[config.mk]
export PLATFORM = sky130hd
export DESIGN_NAME = gyro_pointer_delta_accumulator_flat
export DESIGN_NICKNAME = d
export VERILOG_FILES = /design/src/rtl/core/gpda_pkg.sv /design/src/rtl/core/gpda_if.sv /design/src/rtl/core/gyro_pointer_delta_accumulator.sv /design/src/rtl/core/gpda_scale.sv /design/src/rtl/core/gpda_axis.sv /design/src/flat_wrapper.sv
export SDC_FILE = /design/constraint.sdc
export NUM_CORES = 2
export LEC_CHECK = 0
export BUFFER_PORTS_ARGS = -buffer_cell sky130_fd_sc_hd__buf_4
export CORE_ASPECT_RATIO = 1.5
export CORE_MARGIN = 3
export CORE_UTILIZATION = 35
export DETAILED_ROUTE_END_ITERATION = 10
export HOLD_SLACK_MARGIN = 0.06
export MAX_ROUTING_LAYER = met4
export PLACE_DENSITY_LB_ADDON = 0.12
export SYNTH_ARGS = -nofsm -noshare
export SYNTH_HDL_FRONTEND = slang
export SYNTH_SLANG_ARGS = --single-unit
[constraint.sdc]
create_clock -name clk -period 21.9 [get_ports clk]
set_clock_uncertainty 0.05 [all_clocks]
set_input_delay 2.19 -clock clk [delete_from_list [all_inputs] [get_ports clk]]
set_output_delay 2.19 -clock clk [all_outputs]
set_load 0.01 [all_outputs]
[src/rtl/core/gpda_pkg.sv]
// Shared widths, codes and control types for the gyro pointer delta accumulator.
package gpda_pkg;

	localparam int ACCUM_BITS = 40;
	localparam int RATE_BITS = 16;
	localparam int GAIN_BITS = 16;
	localparam int FRAC_BITS = 16;
	localparam int DEADZONE_BITS = 15;
	localparam int SPR_BITS = 8;
	localparam int DMAX_BITS = 7;
	localparam int DELTA_BITS = 8;
	localparam int BTN_BITS = 3;
	localparam int REQ_BITS = 2;
	localparam int APB_DATA_BITS = 32;
	localparam int APB_ADDR_BITS = 5;

	// Signed rate after optional negation times the gain as a signed operand.
	localparam int PROD_BITS = RATE_BITS + GAIN_BITS + 2;
	localparam int BACK_BITS = DELTA_BITS + FRAC_BITS;
	localparam int ADD_BITS = (PROD_BITS > BACK_BITS) ? PROD_BITS : BACK_BITS;
	localparam int WHOLE_BITS = ACCUM_BITS - FRAC_BITS;

	typedef enum logic [REQ_BITS-1:0] {
		REQ_SAMPLE    = 2'd0,
		REQ_SENT_OK   = 2'd1,
		REQ_SENT_FAIL = 2'd2
	} req_t;

	typedef enum logic [2:0] {
		REG_DEADZONE  = 3'd0,
		REG_GAIN      = 3'd1,
		REG_SPR       = 3'd2,
		REG_INVERT_X  = 3'd3,
		REG_INVERT_Y  = 3'd4,
		REG_DELTA_MAX = 3'd5
	} reg_idx_t;

	// What the final stage asks of one axis accumulator.
	typedef struct packed {
		logic upd;
		logic decide;
		logic clear;
	} axis_ctl_t;

endpackage

[src/rtl/core/gpda_if.sv]
// Valid/ready channel interfaces for the sample input and the report output.
interface gpda_in_if import gpda_pkg::*; ();
	logic                        valid;
	logic                        ready;
	logic [REQ_BITS-1:0]         req_type;
	logic signed [RATE_BITS-1:0] rate_x;
	logic signed [RATE_BITS-1:0] rate_y;
	logic [BTN_BITS-1:0]         buttons;
	logic                        connected;

	modport source (output valid, req_type, rate_x, rate_y, buttons, connected, input ready);
	modport sink (input valid, req_type, rate_x, rate_y, buttons, connected, output ready);
endinterface

interface gpda_out_if import gpda_pkg::*; ();
	logic                         valid;
	logic                         ready;
	logic signed [DELTA_BITS-1:0] delta_x;
	logic signed [DELTA_BITS-1:0] delta_y;
	logic [BTN_BITS-1:0]          button_bits;

	modport source (output valid, delta_x, delta_y, button_bits, input ready);
	modport sink (input valid, delta_x, delta_y, button_bits, output ready);
endinterface

[src/rtl/core/gyro_pointer_delta_accumulator.sv]
// Top level of the gyro pointer delta accumulator with its APB register file.
// Usage: items arrive on the item channel (valid/ready, one transfer per item):
// gyro samples carrying two turn rates, buttons and link state, or the outcome
// of the last report (sent ok or dropped). Cursor reports leave on the report
// channel; a sample gives at most one report and acknowledgements give none.
// The pipeline has three register stages: input register, scaled-rate register
// (after the rate-times-gain multiply) and the accumulator stage, which updates
// the accumulators, sample counter and pending report and loads the report
// register. One item is taken every cycle unless a stalled receiver has filled
// the stages; the accumulator stage is the only place where state is read and
// written, so consecutive items see each other's effects exactly. When the
// receiver stalls, the report register holds its contents and the earlier
// stages keep accepting items until they are full; items that give no report
// still wait behind a held report, keeping order simple.
// Reset (arst_n low, asynchronous) clears the accumulators, counter, pending and
// committed button state, empties every stage and loads the register defaults.
// Registers are written over APB at byte address 4*index and may only be
// changed while the block is idle; pready is always high.
module gyro_pointer_delta_accumulator import gpda_pkg::*; (
	input  logic                     clk,
	input  logic                     arst_n,
	gpda_in_if.sink                  item,
	gpda_out_if.source               report,
	input  logic                     psel,
	input  logic                     penable,
	input  logic                     pwrite,
	input  logic [APB_ADDR_BITS-1:0] paddr,
	input  logic [APB_DATA_BITS-1:0] pwdata,
	output logic [APB_DATA_BITS-1:0] prdata,
	output logic                     pready
);

	// Configuration registers.
	logic [DEADZONE_BITS-1:0] deadzone_q;
	logic [GAIN_BITS-1:0]     gain_q;
	logic [SPR_BITS-1:0]      spr_q;
	logic                     invert_x_q;
	logic                     invert_y_q;
	logic [DMAX_BITS-1:0]     delta_max_q;

	// Stage one: registered input item.
	logic                        v_s1;
	logic [REQ_BITS-1:0]         req_s1;
	logic signed [RATE_BITS-1:0] rate_x_s1;
	logic signed [RATE_BITS-1:0] rate_y_s1;
	logic [BTN_BITS-1:0]         btn_s1;
	logic                        conn_s1;

	// Stage two: scaled rates.
	logic                        v_s2;
	logic [REQ_BITS-1:0]         req_s2;
	logic signed [PROD_BITS-1:0] prod_x_s2;
	logic signed [PROD_BITS-1:0] prod_y_s2;
	logic [BTN_BITS-1:0]         btn_s2;
	logic                        conn_s2;

	// Block state and report register.
	logic [SPR_BITS-1:0]          count_q;
	logic [BTN_BITS-1:0]          last_btn_q;
	logic signed [DELTA_BITS-1:0] pend_dx_q;
	logic signed [DELTA_BITS-1:0] pend_dy_q;
	logic [BTN_BITS-1:0]          pend_btn_q;
	logic                         out_v_q;
	logic signed [DELTA_BITS-1:0] out_dx_q;
	logic signed [DELTA_BITS-1:0] out_dy_q;
	logic [BTN_BITS-1:0]          out_btn_q;

	logic                        cfg_wr;
	logic [2:0]                  cfg_idx;
	logic                        take_s1;
	logic                        take_s2;
	logic                        fire;
	logic signed [PROD_BITS-1:0] prod_x;
	logic signed [PROD_BITS-1:0] prod_y;
	logic signed [ADD_BITS-1:0]  add_x;
	logic signed [ADD_BITS-1:0]  add_y;
	axis_ctl_t                   axis_ctl;
	logic signed [DELTA_BITS-1:0] dx;
	logic signed [DELTA_BITS-1:0] dy;
	logic [SPR_BITS-1:0]         count_inc;
	logic [SPR_BITS-1:0]         period;
	logic                        is_sample;
	logic                        is_fail;
	logic                        decision;
	logic                        emit;

	// ---------------------------------------------------------------- APB
	assign pready = 1'b1;
	assign cfg_wr = psel && penable && pwrite;
	assign cfg_idx = paddr[APB_ADDR_BITS-1:2];

	always_comb begin
		unique case (cfg_idx)
			REG_DEADZONE:  prdata = APB_DATA_BITS'(deadzone_q);
			REG_GAIN:      prdata = APB_DATA_BITS'(gain_q);
			REG_SPR:       prdata = APB_DATA_BITS'(spr_q);
			REG_INVERT_X:  prdata = APB_DATA_BITS'(invert_x_q);
			REG_INVERT_Y:  prdata = APB_DATA_BITS'(invert_y_q);
			REG_DELTA_MAX: prdata = APB_DATA_BITS'(delta_max_q);
			default:       prdata = '0;
		endcase
	end

	always_ff @(posedge clk or negedge arst_n) begin
		if (!arst_n) begin
			deadzone_q  <= DEADZONE_BITS'(40);
			gain_q      <= GAIN_BITS'(590);
			spr_q       <= SPR_BITS'(2);
			invert_x_q  <= 1'b1;
			invert_y_q  <= 1'b1;
			delta_max_q <= DMAX_BITS'(127);
		end else if (cfg_wr) begin
			unique case (cfg_idx)
				REG_DEADZONE:  deadzone_q  <= pwdata[DEADZONE_BITS-1:0];
				REG_GAIN:      gain_q      <= pwdata[GAIN_BITS-1:0];
				REG_SPR:       spr_q       <= pwdata[SPR_BITS-1:0];
				REG_INVERT_X:  invert_x_q  <= pwdata[0];
				REG_INVERT_Y:  invert_y_q  <= pwdata[0];
				REG_DELTA_MAX: delta_max_q <= pwdata[DMAX_BITS-1:0];
				default: begin
				end
			endcase
		end
	end

	// ---------------------------------------------------------------- flow control
	// The final stage moves whenever the report register is free or being emptied.
	assign fire = v_s2 && (!out_v_q || report.ready);
	assign take_s2 = !v_s2 || fire;
	assign take_s1 = !v_s1 || take_s2;
	assign item.ready = take_s1;

	always_ff @(posedge clk or negedge arst_n) begin
		if (!arst_n) begin
			v_s1 <= 1'b0;
			v_s2 <= 1'b0;
		end else begin
			if (take_s1) begin
				v_s1 <= item.valid;
			end
			if (take_s2) begin
				v_s2 <= v_s1;
			end
		end
	end

	always_ff @(posedge clk) begin
		if (take_s1) begin
			req_s1    <= item.req_type;
			rate_x_s1 <= item.rate_x;
			rate_y_s1 <= item.rate_y;
			btn_s1    <= item.buttons;
			conn_s1   <= item.connected;
		end
		if (take_s2) begin
			req_s2    <= req_s1;
			prod_x_s2 <= prod_x;
			prod_y_s2 <= prod_y;
			btn_s2    <= btn_s1;
			conn_s2   <= conn_s1;
		end
	end

	// ---------------------------------------------------------------- scaling
	gpda_scale u_scale_x (
		.rate     (rate_x_s1),
		.invert   (invert_x_q),
		.deadzone (deadzone_q),
		.gain     (gain_q),
		.product  (prod_x)
	);

	gpda_scale u_scale_y (
		.rate     (rate_y_s1),
		.invert   (invert_y_q),
		.deadzone (deadzone_q),
		.gain     (gain_q),
		.product  (prod_y)
	);

	// ---------------------------------------------------------------- accumulate and decide
	always_comb begin
		is_sample = (req_s2 == REQ_SAMPLE);
		is_fail = (req_s2 == REQ_SENT_FAIL);
		count_inc = count_q + SPR_BITS'(1);
		// A zero period behaves as one: every sample is a decision.
		period = (spr_q == '0) ? SPR_BITS'(1) : spr_q;
		decision = is_sample && (count_inc >= period);

		axis_ctl.upd = is_sample || is_fail;
		axis_ctl.decide = decision;
		axis_ctl.clear = !conn_s2;

		// A dropped report puts its whole pixels back into the accumulators.
		if (is_fail) begin
			add_x = ADD_BITS'($signed({pend_dx_q, {FRAC_BITS{1'b0}}}));
			add_y = ADD_BITS'($signed({pend_dy_q, {FRAC_BITS{1'b0}}}));
		end else begin
			add_x = ADD_BITS'(prod_x_s2);
			add_y = ADD_BITS'(prod_y_s2);
		end
	end

	assign emit = decision && conn_s2 && ((dx != '0) || (dy != '0) || (btn_s2 != last_btn_q));

	gpda_axis u_axis_x (
		.clk       (clk),
		.arst_n    (arst_n),
		.fire      (fire),
		.ctl       (axis_ctl),
		.addend    (add_x),
		.delta_max (delta_max_q),
		.delta     (dx)
	);

	gpda_axis u_axis_y (
		.clk       (clk),
		.arst_n    (arst_n),
		.fire      (fire),
		.ctl       (axis_ctl),
		.addend    (add_y),
		.delta_max (delta_max_q),
		.delta     (dy)
	);

	always_ff @(posedge clk or negedge arst_n) begin
		if (!arst_n) begin
			count_q    <= '0;
			last_btn_q <= '0;
			pend_dx_q  <= '0;
			pend_dy_q  <= '0;
			pend_btn_q <= '0;
			out_v_q    <= 1'b0;
		end else begin
			out_v_q <= fire ? emit : (out_v_q && !report.ready);
			if (fire) begin
				unique case (req_s2)
					REQ_SAMPLE: begin
						count_q <= decision ? '0 : count_inc;
						if (emit) begin
							pend_dx_q  <= dx;
							pend_dy_q  <= dy;
							pend_btn_q <= btn_s2;
						end
					end
					REQ_SENT_OK: begin
						last_btn_q <= pend_btn_q;
						pend_dx_q  <= '0;
						pend_dy_q  <= '0;
					end
					REQ_SENT_FAIL: begin
						pend_dx_q  <= '0;
						pend_dy_q  <= '0;
						pend_btn_q <= last_btn_q;
					end
					default: begin
					end
				endcase
			end
		end
	end

	always_ff @(posedge clk) begin
		if (fire && emit) begin
			out_dx_q  <= dx;
			out_dy_q  <= dy;
			out_btn_q <= btn_s2;
		end
	end

	assign report.valid = out_v_q;
	assign report.delta_x = out_dx_q;
	assign report.delta_y = out_dy_q;
	assign report.button_bits = out_btn_q;

endmodule

[src/rtl/core/gpda_scale.sv]
// Rate conditioning for one axis: optional negation, deadzone and gain multiply.
module gpda_scale import gpda_pkg::*; (
	input  logic signed [RATE_BITS-1:0] rate,
	input  logic                        invert,
	input  logic [DEADZONE_BITS-1:0]    deadzone,
	input  logic [GAIN_BITS-1:0]        gain,
	output logic signed [PROD_BITS-1:0] product
);

	logic signed [RATE_BITS:0] r;
	logic [RATE_BITS:0]        mag;
	logic signed [RATE_BITS:0] r_dz;
	logic signed [GAIN_BITS:0] g;

	always_comb begin
		r = invert ? -(RATE_BITS+1)'(rate) : (RATE_BITS+1)'(rate);
		mag = r[RATE_BITS] ? $unsigned(-r) : $unsigned(r);
		// Rates strictly inside the deadzone are treated as no motion.
		r_dz = (mag < (RATE_BITS+1)'(deadzone)) ? '0 : r;
		g = $signed({1'b0, gain});
		product = PROD_BITS'(r_dz) * PROD_BITS'(g);
	end

endmodule

[src/rtl/core/gpda_axis.sv]
// One axis accumulator: saturating add, whole-pixel extraction, clamp and remainder.
module gpda_axis import gpda_pkg::*; (
	input  logic                         clk,
	input  logic                         arst_n,
	input  logic                         fire,
	input  axis_ctl_t                    ctl,
	input  logic signed [ADD_BITS-1:0]   addend,
	input  logic [DMAX_BITS-1:0]         delta_max,
	output logic signed [DELTA_BITS-1:0] delta
);

	localparam int SUM_BITS = ((ADD_BITS > ACCUM_BITS) ? ADD_BITS : ACCUM_BITS) + 1;

	logic signed [ACCUM_BITS-1:0] accum_q;
	logic signed [SUM_BITS-1:0]   sum;
	logic signed [ACCUM_BITS-1:0] a_sat;
	logic signed [ACCUM_BITS-1:0] biased;
	logic signed [WHOLE_BITS-1:0] whole;
	logic signed [WHOLE_BITS-1:0] lim;
	logic signed [WHOLE_BITS-1:0] clamped;
	logic signed [ACCUM_BITS-1:0] remainder;

	always_comb begin
		sum = SUM_BITS'(accum_q) + SUM_BITS'(addend);
		// Saturate when the bits above the accumulator's sign are not a sign extension.
		if (sum[SUM_BITS-1:ACCUM_BITS-1] != {(SUM_BITS-ACCUM_BITS+1){sum[SUM_BITS-1]}}) begin
			a_sat = sum[SUM_BITS-1] ? {1'b1, {(ACCUM_BITS-1){1'b0}}}
				: {1'b0, {(ACCUM_BITS-1){1'b1}}};
		end else begin
			a_sat = sum[ACCUM_BITS-1:0];
		end
		// Truncation toward zero: bias negative values by one less than a pixel.
		biased = a_sat + (a_sat[ACCUM_BITS-1] ? ACCUM_BITS'({FRAC_BITS{1'b1}}) : '0);
		whole = biased[ACCUM_BITS-1:FRAC_BITS];
		lim = $signed({{(WHOLE_BITS-DMAX_BITS){1'b0}}, delta_max});
		if (whole > lim) begin
			clamped = lim;
		end else if (whole < -lim) begin
			clamped = -lim;
		end else begin
			clamped = whole;
		end
		delta = clamped[DELTA_BITS-1:0];
		remainder = a_sat - $signed({{(WHOLE_BITS-DELTA_BITS){delta[DELTA_BITS-1]}},
			delta, {FRAC_BITS{1'b0}}});
	end

	always_ff @(posedge clk or negedge arst_n) begin
		if (!arst_n) begin
			accum_q <= '0;
		end else if (fire && ctl.upd) begin
			if (!ctl.decide) begin
				accum_q <= a_sat;
			end else if (ctl.clear) begin
				accum_q <= '0;
			end else begin
				accum_q <= remainder;
			end
		end
	end

endmodule

[src/flat_wrapper.sv]
// flat-port wrapper written by rule: the top's interface ports become plain ports
module gyro_pointer_delta_accumulator_flat import gpda_pkg::*;
  (clk, arst_n, psel, penable, pwrite, paddr, pwdata, prdata, pready, item_valid, item_req_type, item_rate_x, item_rate_y, item_buttons, item_connected, item_ready, report_valid, report_delta_x, report_delta_y, report_button_bits, report_ready);
  gpda_in_if item_i ();
  gpda_out_if report_i ();
  input  logic clk;
  input  logic arst_n;
  input  logic psel;
  input  logic penable;
  input  logic pwrite;
  input  logic [APB_ADDR_BITS-1:0] paddr;
  input  logic [APB_DATA_BITS-1:0] pwdata;
  output logic [APB_DATA_BITS-1:0] prdata;
  output logic pready;
  input wire logic [$bits(item_i.valid)-1:0] item_valid;
  input wire logic [$bits(item_i.req_type)-1:0] item_req_type;
  input wire logic [$bits(item_i.rate_x)-1:0] item_rate_x;
  input wire logic [$bits(item_i.rate_y)-1:0] item_rate_y;
  input wire logic [$bits(item_i.buttons)-1:0] item_buttons;
  input wire logic [$bits(item_i.connected)-1:0] item_connected;
  output wire logic [$bits(item_i.ready)-1:0] item_ready;
  output wire logic [$bits(report_i.valid)-1:0] report_valid;
  output wire logic [$bits(report_i.delta_x)-1:0] report_delta_x;
  output wire logic [$bits(report_i.delta_y)-1:0] report_delta_y;
  output wire logic [$bits(report_i.button_bits)-1:0] report_button_bits;
  input wire logic [$bits(report_i.ready)-1:0] report_ready;
  assign item_i.valid = item_valid;
  assign item_i.req_type = item_req_type;
  assign item_i.rate_x = item_rate_x;
  assign item_i.rate_y = item_rate_y;
  assign item_i.buttons = item_buttons;
  assign item_i.connected = item_connected;
  assign item_ready = item_i.ready;
  assign report_valid = report_i.valid;
  assign report_delta_x = report_i.delta_x;
  assign report_delta_y = report_i.delta_y;
  assign report_button_bits = report_i.button_bits;
  assign report_i.ready = report_ready;
  gyro_pointer_delta_accumulator u_core (.clk(clk), .arst_n(arst_n), .item(item_i), .report(report_i), .psel(psel), .penable(penable), .pwrite(pwrite), .paddr(paddr), .pwdata(pwdata), .prdata(prdata), .pready(pready));
endmodule
==> results.cfg <==
[sta]
fin_crit_sh = 0.768
relSlewSlack = 0.215
hold_viol = 0
setup_tns_ps = 0
setup_viol = 0
fmax_mhz = 59.4
worst_pin_slew_ps = 1170
slew_viol_final = 0
finalCriticalPeriod_ps = 16830
rsz0062_at_grt = false

[worst_setup_path]
critPathLaunch = u_core.req_s2[0]$_DFFE_PP_
setup.worst_path.class = reg2reg
crit_fanout = 43
crit_slowest_cell = nor2_2
reg2regPathDepth = 60
r2r_slack_ps = 5070
critical_path.endpoint_type = flip-flop
critPathMaxStageDelay_ps = 850
start_kind = flip-flop
r2r_end = u_core.u_axis_y.accum_q[39]$_DFFE_PN0P_
path_common_cell = o21ai_0
critPathRequiredTime_ps = 22350
reg2reg_from = u_core.req_s2[0]$_DFFE_PP_
cp.arrival_ps = 17280

[grt]
antenna_found_initial = 12
grt_pass1_wl_um = 237000
grt_pass1_vias = 40100
grt-ovfl-total = 0
grt_max_degree = 66
track_usage = 0.226

[hold_path]
min-delay-start = u_core.req_s1[1]$_DFFE_PP_
hold_class = reg2reg
hold_depth = 0
hold_path_end = u_core.req_s2[1]$_DFFE_PP_

[place]
portBuffers = 100
gp_congestion = 0.913
dp_hpwl_um = 121000

[clock_network]
cts_max_level = 2
cts_root_buf = clkbuf_16
cts_setup_buffers = 0
tritoncts = built
cts_made_buffers = 40
clk_pin_slew_ps = 60
clock_sinks = 292
cts_resized = 0
clockBufferDepth = 3
clock_latency_ps = 630
hold_buffers = 0

[logic_synthesis]
synth_edf_count = 131
syn_area_per_cell_um2 = 8.65
ys_seq_area_frac = 0.169
synth-warning-count = 0
yosysTopAreaCellShare = 0.239
synth.ff_latch_count = 292
synth_cell_types = 111
ys_top_cells_by_area = fa_1 24%, ha_1 12%, edfxtp_1 8.3%, dfrtp_1 7.6%, inv_1 6.6%
synth_top_area_cell = fa_1
synth_cells = 5454
netlist_area_um2 = 47200
yosys_most_used_dff = dfrtp_1
ys_async_sr_fraction = 0.551

[routing]
wl_per_cell_um = 21.1
vias = 37900
post-route-drc-count = 0
wirelength_um = 152000
vias_per_cell = 5.24
firstDrtPassIters = 7
first_iter_violations = 1899
ant_nets = 0

[cells_and_area]
fillerInstances = 13800
drive_above_1_share = 0.0714
area_growth_pct = 8.86
multiInputGateArea_um2 = 35200
area.sequential_um2 = 7980
nets = 6540

[floorplanning]
rows = 164
initial_utilization = 0.353
die-area_um2 = 139000
core_area_um2 = 134000
io_pins = 136
dieHeight_um = 456
die_x_um = 306

[outcome]
status = completed

[job]
cap_violations = 0
[layout make-up]
class,instances,share of cell area
multi-input combinational,4104,0.685
sequential,292,0.156
inverter,829,0.0606
tap,1743,0.0425
timing repair buffer,193,0.0283
clock buffer,50,0.0218
clock inverter,24,0.00609
antenna,1,0.0000487
[through the flow]
stage,instance area [µm²],hold slack [ps],std cells,utilization,setup WS (ps)
after floorplan,47200,350,5469,-,8470
after global placement,49900,380,7161,0.374,5460
after detailed placement,49900,367,7161,0.374,5330
after CTS,51300,393,7235,0.384,5240
after global routing,51300,405,7235,0.384,3740
final,51300,395,7236,0.384,5070
[sequential cells by signal, summed over array words and instances (netlist names), 2 cells and up]
name	flops
u_core.gain_q	16
u_core.pend_btn_q	3
u_core.report.delta_y	8
u_core.u_axis_y.accum_q	40
u_core.deadzone_q	15
u_core.req_s1	2
u_core.report.delta_x	8
u_core.btn_s2	3
u_core.u_axis_x.accum_q	40
u_core.pend_dx_q	8
u_core.count_q	8
u_core.prod_y_s2	34
u_core.req_s2	2
u_core.rate_x_s1	16
u_core.pend_dy_q	8
u_core.prod_x_s2	34
u_core.rate_y_s1	16
u_core.spr_q	8
u_core.last_btn_q	3
u_core.btn_s1	3
u_core.delta_max_q	7
u_core.report.button_bits	3
[worst max-delay path by stage]
stage / endpoint / slack, ps / cells after the start
6_report: u_core.u_axis_y.accum_q[39]$_DFFE_PN0P_ / 5070 / 60
4_1_cts: u_core.u_axis_y.accum_q[39]$_DFFE_PN0P_ / 5240 / 60
3_3_place_gp: u_core.u_axis_y.accum_q[39]$_DFFE_PN0P_ / 5460 / 60
3_5_place_dp: u_core.u_axis_y.accum_q[39]$_DFFE_PN0P_ / 5330 / 60
5_1_grt: u_core.u_axis_y.accum_q[39]$_DFFE_PN0P_ / 3740 / 59
2_1_floorplan: u_core.u_axis_x.accum_q[38]$_DFFE_PN0P_ / 8470 / 69
[critical path, delay by kind of cell, from the launching register on]
family | cells | cell delay (ps)
buffers and inverters | 2 | 650
and+or+nand+nor | 16 | 3790
adders and majority gates | 5 | 1950
AOI/OAI and AO/OA | 34 | 9040
muxes | 2 | 520
xor gates and xnor gates | 1 | 200
DFF | 1 | 400
[per-layer routing]
metal	share of wire	vias to the layer above	global-route usage	routed length [µm]
li1	-	18100	-	-
met1	0.39	18900	0.252	59200
met2	0.52	707	0.409	79800
met3	0.032	261	0.0193	4860
met4	0.056	0	0.105	8510
met5	0	-	-	0
[synth_stat cells, drive strengths merged, types with 36 or more instances]
cell and n:
nand2b 44, fa 562, edfxtp 131, o31ai 52, nand2 597, xnor2 142, a21oi 249, o21ai 289
inv 828, nor3 84, ha 436, nor2 332, nand3 85, and2 278, xor2 75, nand4 40
and3 37, maj3 49, a21o 81, clkbuf 199, nor2b 67, a31oi 40, a21boi 36, dfrtp 144
buf 45, o21a 50, mux2 44
[cell families (layout without fill, tap and decap cells)]
group / Yosys count / count (layout) / share of synthesized area
buffers and inverters: 1073 / 1096 / 0.0876
XOR/XNOR: 217 / 217 / 0.0403
flip-flops: 292 / 292 / 0.169
multiplexers: 77 / 77 / 0.0175
AO/OA/AOI/OAI: 1050 / 1050 / 0.146
other: 2 / 18 / 0.000159
AND/OR/NAND/NOR: 1696 / 1696 / 0.175
adder cells (fa/ha/maj): 1047 / 1047 / 0.365
[placed cells by master (no fill, tap or decap), types with 144 or more instances in the layout]
master,count
inv_1,826
nand2_1,595
fa_1,562
ha_1,435
nor2_1,323
and2_1,276
o21ai_0,275
a21oi_1,248
buf_4,192
dfrtp_1,144
Power is left out: the tool's default activity adds up to more than one toggle a clock period on the data nets, which glitch-free logic cannot reach.
